$ cat src/design/assert_macros.svh
// assertion macros used by the top-level design file
`ifndef ASSERT_MACROS_SVH
`define ASSERT_MACROS_SVH

// property must hold at every clock edge outside reset
`define TVSM_ASSERT(lbl, prop, msg) \
    lbl: assert property (@(posedge clk) disable iff (!rst_n) prop) else $error(msg);

// condition must never be seen outside reset
`define TVSM_NEVER(lbl, cond, msg) \
    lbl: assert property (@(posedge clk) disable iff (!rst_n) !(cond)) else $error(msg);

`endif

$ cat src/design/tvsm_pkg.sv
// shared types, constants and key function of the translation vector sweep matcher
package tvsm_pkg;

    // command codes
    localparam logic [1:0] CMD_PAT  = 2'd0;
    localparam logic [1:0] CMD_SONG = 2'd1;
    localparam logic [1:0] CMD_RUN  = 2'd2;

    localparam logic signed [31:0] KEY_MAX = 32'sh7FFF_FFFF;
    localparam logic signed [31:0] KEY_MIN = 32'sh8000_0000;

    localparam int RESULT_CAP = 64;
    localparam int CNT_SAT    = 127;

    // token that walks down the cell row looking for the smallest key
    typedef struct packed {
        logic               valid;
        logic               found;
        logic signed [31:0] key;
    } scan_t;

    // broadcast from the sequencer to the cells
    typedef struct packed {
        logic        load;
        logic        init;
        logic        upd;
        logic        exhaust;
        logic [21:0] onset;
        logic [6:0]  pitch;
    } bcast_t;

    // translation key of one song note against one pattern note
    function automatic logic signed [31:0] make_key(
        input logic [21:0] so,
        input logic [6:0]  sp,
        input logic [21:0] po,
        input logic [6:0]  pp,
        input logic [21:0] pend,
        input logic [7:0]  offs
    );
        logic signed [25:0] d;
        logic signed [35:0] k;
        d = $signed({4'b0, so}) - $signed({4'b0, po}) + $signed({4'b0, pend});
        k = ($signed({{10{d[25]}}, d}) <<< 8) + $signed({29'b0, sp})
            - $signed({29'b0, pp}) + $signed({28'b0, offs});
        return k[31:0];
    endfunction

endpackage

$ cat src/design/tvsm_cell.sv
// one cell of the row: a pattern note, its song pointer, its current key and a scan stage
module tvsm_cell #(
    parameter int IDX          = 0,
    parameter int PIDX_W       = 6,
    parameter int SADDR_W      = 12,
    parameter int PITCH_OFFSET = 128
) (
    input  logic                 clk,
    input  logic                 rst_n,
    input  tvsm_pkg::bcast_t     bc,
    input  logic [PIDX_W-1:0]    sel_idx,
    input  logic [21:0]          pend,
    input  tvsm_pkg::scan_t      s_in,
    input  logic [PIDX_W-1:0]    idx_in,
    input  logic [SADDR_W-1:0]   tp_in,
    output tvsm_pkg::scan_t      s_out,
    output logic [PIDX_W-1:0]    idx_out,
    output logic [SADDR_W-1:0]   tp_out
);
    import tvsm_pkg::*;

    logic [21:0]        onset_reg;
    logic [6:0]         pitch_reg;
    logic               active_reg;
    logic [SADDR_W-1:0] tp_reg;
    logic signed [31:0] key_reg;
    scan_t              s_reg;
    logic [PIDX_W-1:0]  idx_reg;
    logic [SADDR_W-1:0] tpo_reg;
    logic signed [31:0] new_key;
    logic               hit;
    logic               take;

    assign hit     = (sel_idx == PIDX_W'(IDX));
    assign new_key = make_key(bc.onset, bc.pitch, onset_reg, pitch_reg, pend,
                              8'(PITCH_OFFSET));
    // lowest index wins on equal keys: replace only on strictly smaller
    assign take    = s_in.valid && active_reg && (!s_in.found || (key_reg < s_in.key));

    // control state
    always_ff @(posedge clk or negedge rst_n)
    begin
        if (!rst_n)
        begin
            active_reg <= 1'b0;
            s_reg      <= '0;
        end
        else
        begin
            if (bc.load && hit)
            begin
                active_reg <= 1'b1;
            end
            s_reg.valid <= s_in.valid;
            s_reg.found <= s_in.found | take;
            s_reg.key   <= take ? key_reg : s_in.key;
        end
    end

    // note payload, pointer and key
    always_ff @(posedge clk)
    begin
        if (bc.load && hit)
        begin
            onset_reg <= bc.onset;
            pitch_reg <= bc.pitch;
        end
        if (bc.init)
        begin
            tp_reg  <= '0;
            key_reg <= new_key;
        end
        else if (bc.upd && hit)
        begin
            tp_reg  <= tp_reg + SADDR_W'(1);
            key_reg <= new_key;
        end
        else if (bc.exhaust && hit)
        begin
            key_reg <= KEY_MAX;
        end
        idx_reg <= take ? PIDX_W'(IDX) : idx_in;
        tpo_reg <= take ? tp_reg : tp_in;
    end

    assign s_out   = s_reg;
    assign idx_out = idx_reg;
    assign tp_out  = tpo_reg;
endmodule
$ cat config.mk
export PLATFORM = sky130hd
export DESIGN_NAME = tvsm_cell
export DESIGN_NICKNAME = d
export VERILOG_FILES = /design/src/design/assert_macros.svh /design/src/design/tvsm_pkg.sv /design/src/design/tvsm_cell.sv
export SDC_FILE = /design/constraint.sdc
export NUM_CORES = 1
export LEC_CHECK = 0
export ABC_AREA = 1
export BUFFER_PORTS_ARGS = -buffer_cell sky130_fd_sc_hd__buf_2
export CORE_MARGIN = 2
export CORE_UTILIZATION = 45
export DETAILED_ROUTE_END_ITERATION = 6
export PLACE_DENSITY = 0.73
export SETUP_SLACK_MARGIN = 0.1
export SLEW_MARGIN = 20
export SYNTH_ARGS = -nofsm -noshare
export SYNTH_HDL_FRONTEND = slang
export SYNTH_SLANG_ARGS = --single-unit
export TNS_END_PERCENT = 50
$ cat constraint.sdc
create_clock -name clk -period 4.5 [get_ports clk]
set_input_delay 0.9 -clock clk [delete_from_list [all_inputs] [get_ports clk]]
set_output_delay 0.9 -clock clk [all_outputs]
set_load 0.05 [all_outputs]
==> impl_metrics.tcl, run 1 <==
set metrics [dict create \
    reg2reg_depth 17 \
    grt_setup_unrepaired "no" \
    synthArstFlopShare_pct 27.8 \
    routed_wl_mm 18.6 \
    critPathTopFamily "compound AO/OA/AOI/OAI gates" \
    die_y_um 137 \
    cts_made_buffers 17 \
    post-cts-setup-buffers 0 \
    antenna_found_initial 0 \
    track_usage_pct 20.5 \
    start_util_pct 46.1 \
    synth_compound_area_share_pct 11.8 \
    grt_pass1_wl_mm 30.1 \
    grt-ovfl-total 0 \
    drive_above_1_share_pct 18.8 \
    drtAntennaViolNets 0 \
    critical_path_buf_inv_count 3 \
    crit_required_ns 4.66 \
    worstSetupStartpoint "bc[7]" \
    p_leak_nw 4.87 \
    r2r_setup_slack_ns 0.98 \
    clock_path_buffers 2 \
    synth_xor_area_share_pct 3.62 \
    h-tree-depth 4 \
    via_count 6850 \
    clkTransAtPathRegs_ns 0.06 \
    setup_violations 0 \
    postSynthNetCount 1173 \
    ys_types 41 \
    via_per_inst 4.96 \
    crit_arrival_ns 3.90 \
    fillers 1620 \
    max_stage_delay_ns 0.41 \
    syn_inst 969 \
    numClockSinks 126 \
    regToRegEndpoint "key_reg[29]" \
    cts_resized 0 \
    end_kind "register" \
    worst-path-max-fanout 4 \
    fp.dieW_um 137 \
    area_delta_synth_final_pct 20.6 \
    first_pass_iters 5 \
    drc 0 \
    core-area_um2 17300 \
    cts_tree "built" \
    skew_ns 0.00867 \
    relSlewSlack_pct 38.6 \
    clock_latency_ns 0.42 \
    cts_hold_buf 0 \
    cp-start-kind "primary input" \
    dp_slack_ns 0.378 \
    crit_end "key_reg[29]" \
    critPathMostFrequentCell "a21oi_1" \
    grt_pass1_vias 6360 \
    finalSetupTns_ns 0 \
    drv_slew 0 \
    ctsRootBufferMaster "clkbuf_16" \
    synth_edf_count 61 \
    hpwl_mm 14.4 \
    largest_register_ffs 34 \
    ys_ff_latch 126 \
    yosys_warnings 0 \
    crit_path_top_delay_cell "fa_1" \
    crit_type "primary input to register" \
    core.rowCount 48 \
    initialDrtViolationCount 348 \
    layout_commonest_cell "nand2_1" \
    synth-main-ff-cell "edfxtp_1" \
    gp_congestion 0.908 \
    syn_avg_cell_area_um2 8.23 \
    r2r-start "onset_reg[0]" \
    synth.area.top_cells "edfxtp_1, ha_1, dfrtp_1" \
    seq_area_frac_synth_pct 41.5 \
    setup_ws_ns 0.757 \
    vdd_drop_max_mv 0.289 \
    utilization_pct 55.6 \
    synth_fa_ha_area_share_pct 14.2 \
    die_area_um2 18800 \
    min_from "tp_reg[10]" \
    synth_top_family_by_area "simple AND/OR/NAND/NOR gates" \
    io_pins 167 \
    fin_crit_sh_pct 83.2 \
    muxShareOfSynthArea_pct 0 \
    period_needed_ns 3.74 \
    yosysTopAreaCell "edfxtp_1" \
    port_buffers 166 \
    synthSimpleGateAreaFrac_pct 20.8 \
    maxCapViolCount 0 \
    mostFrequentLayoutCells "nand2_1, buf_2, inv_1" \
    outcome "finished clean" \
    timing.fmax_mhz 267 \
    hold_path_class "register to register" \
    avgRoutedWirePerCell_um 13.5 \
    path_depth 19 \
    hold_viol 0 \
    synth_area_um2 7980 \
    grt_max_degree 45 \
    path_cells "buf_2, inv_1, ha_1, fa_1, o21ai_1, nand2_1, nand2_1, nand2_1, inv_1, a21oi_1, o21ai_1, xor2_1, ha_1, a21oi_1, o21ai_0, a21oi_1, o211ai_1, a21oi_1, o21ai_0" \
    synth_top_cell_area_share_pct 23.0 \
    worst_pin_slew_ns 0.916 \
    p_per_area_nw_per_um2 378 \
    nets 1345 \
    power_mw 3.64 \
]
==> cell usage after synthesis, types with 8 or more instances <==
library cell  count
nand2_1         223
xnor2_1          15
dfrtp_1          35
nor3_1            8
a21oi_1          86
inv_1           141
nor2_1           63
edfxtp_1         61
o21ai_0          50
ha_1             86
nand3_1          70
dfxtp_1          30
xor2_1           18
==> metal layers <==
metal | global-route usage (%) | part of all wire, % | routed length [um] | up-vias
met3 | 3.85 | 5.8 | 1070 | 30
met1 | 27.4 | 47 | 8740 | 3064
li1 | - | - | - | 3558
met2 | 32.8 | 45 | 8390 | 198
met5 | 0 | 0 | 0 | -
met4 | 8.48 | 2.3 | 429 | 0
==> worst min path at each step <==
| stage | to | slack [ns] | depth (start not counted) |
|---|---|---|---|
| final | tp_out[10] | 0.47 | 2 |
| after global routing | tp_out[10] | 0.50 | 2 |
| after detailed placement | tp_out[10] | 0.47 | 2 |
| after global placement | tp_out[9] | 0.47 | 2 |
| after floorplan | active_reg | 0.44 | 1 |
| after CTS | tp_out[10] | 0.48 | 2 |
==> report_power, final <==
| part | leakage, nW | switching [mW] | total (mW) | internal (mW) |
|---|---|---|---|---|
| clock | 0.300 | 0.549 | 1.38 | 0.835 |
| sequential | 1.22 | 0.0367 | 1.34 | 1.30 |
| combinational | 3.35 | 0.615 | 0.912 | 0.297 |
==> tightest hold or removal path: stages (launching register included) <==
cell	delay, ns
dfxtp_1	0.31
nand3_1	0.07
nand2_1	0.05
==> final cells by class <==
class | instances | area [um^2] | share of cell area (%)
Multi-Input combinational cell | 683 | 4030 | 41.9
Sequential cell | 126 | 3310 | 34.4
Timing Repair Buffer | 171 | 868 | 9.03
Inverter | 142 | 533 | 5.54
Clock buffer | 19 | 475 | 4.94
Tap cell | 225 | 282 | 2.93
Clock inverter | 13 | 120 | 1.25
Antenna cell | 1 | 2.50 | 0.0260
==> metrics by stage <==
| stage | cell area, um^2 | cells | hold slack (ns) |
|---|---|---|---|
| floorplan | 7980 | 969 | 0.439 |
| global placement | 9020 | 1347 | 0.466 |
| detailed placement | 9020 | 1347 | 0.467 |
| CTS | 9620 | 1379 | 0.476 |
| global route | 9620 | 1379 | 0.497 |
| finish | 9620 | 1380 | 0.469 |
==> cells by family (layout without fill, tap and decap cells) <==
logic type,count (synthesis),in the layout
xor gates and xnor gates,33,33
other,0,1
adders and majority gates,89,89
DFF,126,126
AOI/OAI and AO/OA,171,171
and+or+nand+nor,390,390
buffers and inverters,160,345
No activity file was read; power rests on OpenSTA's default activity.
==> run 2, diff against run 1 <==
--- a/config.mk
+++ b/config.mk
@@ -10,7 +10,7 @@
 export CORE_MARGIN = 2
 export CORE_UTILIZATION = 45
 export DETAILED_ROUTE_END_ITERATION = 6
-export PLACE_DENSITY = 0.73
+export PLACE_DENSITY = 0.75
 export SETUP_SLACK_MARGIN = 0.1
 export SLEW_MARGIN = 20
 export SYNTH_ARGS = -nofsm -noshare
==> constraint.sdc (replaced) <==
create_clock -name clk -period 3.4 [get_ports clk]
set_input_delay 0.68 -clock clk [delete_from_list [all_inputs] [get_ports clk]]
set_output_delay 0.68 -clock clk [all_outputs]
set_load 0.05 [all_outputs]
==> impl_metrics.tcl, run 2 (synthesis results as in run 1) <==
set metrics [dict create \
    hpwl_mm 15.0 \
    p_leak_nw 5.35 \
    drc 0 \
    hold_path_class "primary input to async pin" \
    routed_wl_mm 19.9 \
    clock_path_buffers 2 \
    initialDrtViolationCount 319 \
    fp.dieW_um 137 \
    outcome "finished clean" \
    hold_viol 0 \
    die_area_um2 18800 \
    drv_slew 0 \
    worst-path-max-fanout 4 \
    skew_ns 0.00961 \
    port_buffers 166 \
    core.rowCount 48 \
    vdd_drop_max_mv 0.398 \
    clkTransAtPathRegs_ns 0.06 \
    start_util_pct 46.1 \
    crit_arrival_ns 3.43 \
    whs_ns 0.330 \
    setup_violations 0 \
    die_y_um 137 \
    grt_pass1_vias 6870 \
    fin_crit_sh_pct 95.9 \
    p_per_area_nw_per_um2 474 \
    numClockSinks 126 \
    grt_setup_unrepaired "yes" \
    layout_commonest_cell "nand2_1" \
    via_per_inst 4.91 \
    crit_required_ns 3.56 \
    track_usage_pct 21.5 \
    clock_latency_ns 0.42 \
    period_needed_ns 3.26 \
    cts_hold_buf 0 \
    antenna_found_initial 0 \
    relSlewSlack_pct 31.3 \
    r2r-start "onset_reg[0]" \
    first_pass_iters 5 \
    worst_pin_slew_ns 1.03 \
    grt_pass1_wl_mm 31.4 \
    dp_cells 1434 \
    h-tree-depth 4 \
    maxCapViolCount 0 \
    avgRoutedWirePerCell_um 13.5 \
    gp_congestion 0.854 \
    core-area_um2 17300 \
    crit_type "register to register" \
    cts_tree "built" \
    ctsRootBufferMaster "clkbuf_16" \
    nets 1438 \
    end_kind "register" \
    io_pins 167 \
    drtAntennaViolNets 0 \
    via_count 7235 \
    area_delta_synth_final_pct 32.8 \
    drive_above_1_share_pct 29.1 \
    largest_register_ffs 34 \
    worstSetupStartpoint "onset_reg[0]" \
    finalNonFillerCells 1473 \
    timing.fmax_mhz 307 \
    cts_made_buffers 17 \
    grt_max_degree 47 \
    cp-start-kind "register" \
    grt-ovfl-total 0 \
    mostFrequentLayoutCells "nand2_1, buf_2, inv_1" \
]
run 2: cell types whose count changed in the layout (fill, tap and decap cells not counted), moves of 3 or more:
cell	delta
buf_4	+92
a21oi_1	-15
a21oi_2	+14
nand2_1	-10
o21ai_0	-10
nand2_2	+9
ha_1	-8
ha_4	+6
nor2_1	-6
nor2_2	+6
o21ai_1	+4
o21ai_2	+4
inv_6	-3
run 2: power by group:
part	switching, mW	leakage, nW	internal (mW)	total, mW
combinational	0.903	3.84	0.580	1.48
clock	0.703	0.293	1.06	1.77
sequential	0.0461	1.22	1.72	1.77
run 2: critical path, cell delays in order, from the launching register on:
cell,delay [ns]
edfxtp_1,0.38
ha_2,0.20
fa_2,0.37
o21ai_4,0.18
nand2_1,0.09
nand2_2,0.08
nand2_4,0.08
inv_2,0.07
a21oi_2,0.07
o21ai_2,0.13
xor2_1,0.23
ha_1,0.31
a21oi_2,0.17
o21ai_0,0.09
a21oi_1,0.13
o211ai_1,0.15
a21oi_1,0.17
o21ai_0,0.11
run 2: stage by stage:
stage	setup slack [ns]	setup TNS, ns	area, um^2	power (mW)	utilization (%)
6_report	0.139	0	10600	5.02	61.2
5_1_grt	-0.0357	-0.0549	10600	5.29	61.2
4_1_cts	0.118	0	10300	4.96	59.4
3_5_place_dp	-0.271	-2.85	9700	3.18	56.1
3_3_place_gp	-0.252	-2.15	9700	3.16	56.1
2_1_floorplan	0.103	0	7990	2.68	-
run 2: final cells by class:
| type | instances | area [um^2] |
|---|---|---|
| fill | 1495 | 6710 |
| multi-input combinational | 683 | 4310 |
| sequential | 126 | 3310 |
| timing repair buffer | 264 | 1580 |
| inverter | 142 | 533 |
| clock buffer | 22 | 507 |
| tap | 225 | 282 |
| clock inverter | 10 | 70.1 |
| antenna | 1 | 2.50 |
run 2: final timing paths:
check	to	slack [ns]	cells after the start
max	key_reg[29]	0.14	17
min	s_out[1]	0.33	1
max reg2reg	key_reg[29]	0.14	17
min reg2reg	tp_out[10]	0.48	2
max in group asynchronous	s_out[30]	2.57	1
min in group clk	s_out[33]	0.40	1
run 2: what timing repair did:
item | 4_1_cts | 5_1_grt
endpoints found under the hold margin | 0 | 0
setup buffers | 0 | 6
setup endpoints to repair | 0 | 15
resized for setup | 0 | 68
run 2: layer usage:
| layer | global-route usage, % | routed length [um] | vias to the layer above |
|---|---|---|---|
| met5 | 0 | 0 | - |
| met4 | 7.56 | 317 | 0 |
| met3 | 4.56 | 1070 | 21 |
| met2 | 35.1 | 9420 | 206 |
| met1 | 28.2 | 9080 | 3256 |
| li1 | - | - | 3752 |
==> run 3, diff against run 2 <==
--- a/config.mk
+++ b/config.mk
@@ -6,9 +6,10 @@
 export NUM_CORES = 1
 export LEC_CHECK = 0
 export ABC_AREA = 1
-export BUFFER_PORTS_ARGS = -buffer_cell sky130_fd_sc_hd__buf_2
+export BUFFER_PORTS_ARGS = -buffer_cell sky130_fd_sc_hd__clkbuf_2
 export CORE_MARGIN = 2
 export CORE_UTILIZATION = 45
+export CTS_BUF_LIST = sky130_fd_sc_hd__clkbuf_16
 export DETAILED_ROUTE_END_ITERATION = 6
 export PLACE_DENSITY = 0.75
 export SETUP_SLACK_MARGIN = 0.1
==> impl_metrics.tcl, run 3 (synthesis results as in run 1) <==
set metrics [dict create \
    numClockSinks 126 \
    fp.dieW_um 137 \
    drive_above_1_share_pct 28.4 \
    gp_congestion 0.896 \
    drtAntennaViolNets 0 \
    area_delta_synth_final_pct 30.7 \
    crit_type "register to register" \
    outcome "finished clean" \
    start_util_pct 46.1 \
    utilization_pct 60.3 \
    core-area_um2 17300 \
    seqPwrFrac_pct 36.4 \
    whs_ns 0.377 \
    port_buffers 166 \
    skew_ns 0.00797 \
    grt_pass1_wl_mm 31.8 \
    via_per_inst 4.94 \
    worst-path-max-fanout 4 \
    hpwl_mm 15.1 \
    fin_crit_sh_pct 97.9 \
    share_comb_of_total_power_pct 30.1 \
    drv_slew 0 \
    initialDrtViolationCount 372 \
    die_area_um2 18800 \
    max_stage_delay_ns 0.42 \
    io_pins 167 \
    avgRoutedWirePerCell_um 13.3 \
    relSlewSlack_pct 33.3 \
    seq_area_um2 3310 \
    pwr-share-clk_pct 33.6 \
    end_kind "register" \
    dp_cells 1432 \
    setup_violations 0 \
    cts_tree "built" \
    internal_power_mw 3.25 \
    ctsRootBufferMaster "clkbuf_16" \
    finalNonFillerCells 1468 \
    routed_wl_mm 19.6 \
    maxCapViolCount 0 \
    fillers 1546 \
    p_per_area_nw_per_um2 468 \
    clock_path_buffers 2 \
    vdd_drop_max_mv 0.346 \
    grt_pass1_vias 6992 \
    grt_max_degree 45 \
    h-tree-depth 4 \
    p_leak_nw 5.33 \
    core.rowCount 48 \
    mostFrequentLayoutCells "nand2_1, clkbuf_2, inv_1" \
    grt-ovfl-total 0 \
    nets 1434 \
    period_needed_ns 3.33 \
    hold_path_class "primary input to async pin" \
    cts_made_buffers 17 \
    crit_arrival_ns 3.48 \
    path_cells "ha_2, fa_2, o21ai_4, nand2_2, nand2_2, nand2_4, o21ai_1, xor2_1, ha_1, nand2_1, inv_1, a21oi_1, o21ai_0, nand2_1, o211ai_1, a21oi_1, o21ai_1" \
    layout_commonest_cell "nand2_1" \
    grt_setup_unrepaired "yes" \
    p_switching_mw 1.63 \
    clkTransAtPathRegs_ns 0.06 \
    timing.fmax_mhz 300 \
    largest_register_ffs 34 \
    first_pass_iters 5 \
    hold_viol 0 \
    cts_hold_buf 0 \
    drc 0 \
    multi_input_area_um2 4240 \
    crit_path_top_delay_cell "fa_2" \
    diodes 0 \
    antenna_found_initial 0 \
    p_sw_share_pct 33.4 \
    cp-start-kind "register" \
    finalSetupTns_ns 0 \
    die_y_um 137 \
    via_count 7256 \
    worst_pin_slew_ns 0.997 \
    crit_required_ns 3.56 \
    clock_latency_ns 0.42 \
    track_usage_pct 21.6 \
]
-- run 3: changes by cell type in the layout (fill, tap and decap cells not counted), moves of 2 or more --
cell / before / now
clkbuf_2: 0 / 166
buf_4: 97 / 94
nor4_2: 1 / 3
ha_1: 78 / 81
o21ai_0: 40 / 38
clkinv_4: 2 / 0
o21ai_1: 8 / 10
buf_2: 166 / 0
nand2_1: 213 / 210
inv_1: 139 / 143
nand2_2: 9 / 12
clkbuf_8: 2 / 0
ha_4: 6 / 2
nor4_4: 2 / 0
-- run 3: final timing paths --
kind / startpoint / end / slack (ns) / depth (start not counted)
setup / recovery: onset_reg[0] / key_reg[29] / 0.07 / 17
hold / removal: rst_n / s_out[1] / 0.38 / 1
setup reg to reg: onset_reg[0] / key_reg[29] / 0.07 / 17
hold reg to reg: tp_reg[10] / tp_out[10] / 0.48 / 2
max in group asynchronous: rst_n / s_out[25] / 2.46 / 1
min in group clk: s_in[33] / s_out[33] / 0.43 / 1
-- run 3: cell type report --
cell class	instances	area share (%)
well taps	225	2.70
clock inverters	14	0.720
repair buffers	260	14.7
inverters	142	5.11
flip-flops and latches	126	31.7
multi-input cells	683	40.7
clock buffers	18	4.32
-- run 3: metrics by stage --
stage	power (mW)	area (um^2)	setup WS [ns]
6_report	4.88	10400	0.0710
5_1_grt	5.13	10400	-0.0980
4_1_cts	4.83	10200	0.109
3_5_place_dp	3.18	9670	-0.323
3_3_place_gp	3.15	9670	-0.262
2_1_floorplan	2.68	7990	0.103
-- run 3: per-layer routing --
metal  global-route usage, %  share of wire, %  up-vias
li1                        -                 -     3741
met5                       0                 0        -
met2                    35.0                46      222
met1                    28.5                46     3262
met4                    8.36               2.1        0
met3                    4.15               5.6       31
-- run 3: what timing repair did --
| action | 4_1_cts | 5_1_grt |
|---|---|---|
| buffers inserted | 0 | 4 |
| endpoints found under the setup margin | 1 | 16 |
| resized for setup | 2 | 64 |
| pin swaps | 1 | 31 |
-- run 3: power by group through the flow --
stage                     logic (mW)  clock network [mW]  registers, mW
final                           1.47                1.64           1.77
after floorplan                0.668                   0           2.01
after CTS                       1.38                1.67           1.77
after global placement          1.35                   0           1.80
after detailed placement        1.37                   0           1.80
after global routing            1.63                1.71           1.78
-- run 3: worst max-delay path, delay by kind of cell (launching register included) --
| family | cells | cell delay, ns |
|---|---|---|
| AND/OR/NAND/NOR | 5 | 0.46 |
| XOR/XNOR | 1 | 0.17 |
| adder cells (fa/ha/maj) | 3 | 0.95 |
| flip-flops | 1 | 0.38 |
| AO/OA/AOI/OAI | 7 | 1.05 |
| buffers and inverters | 1 | 0.07 |
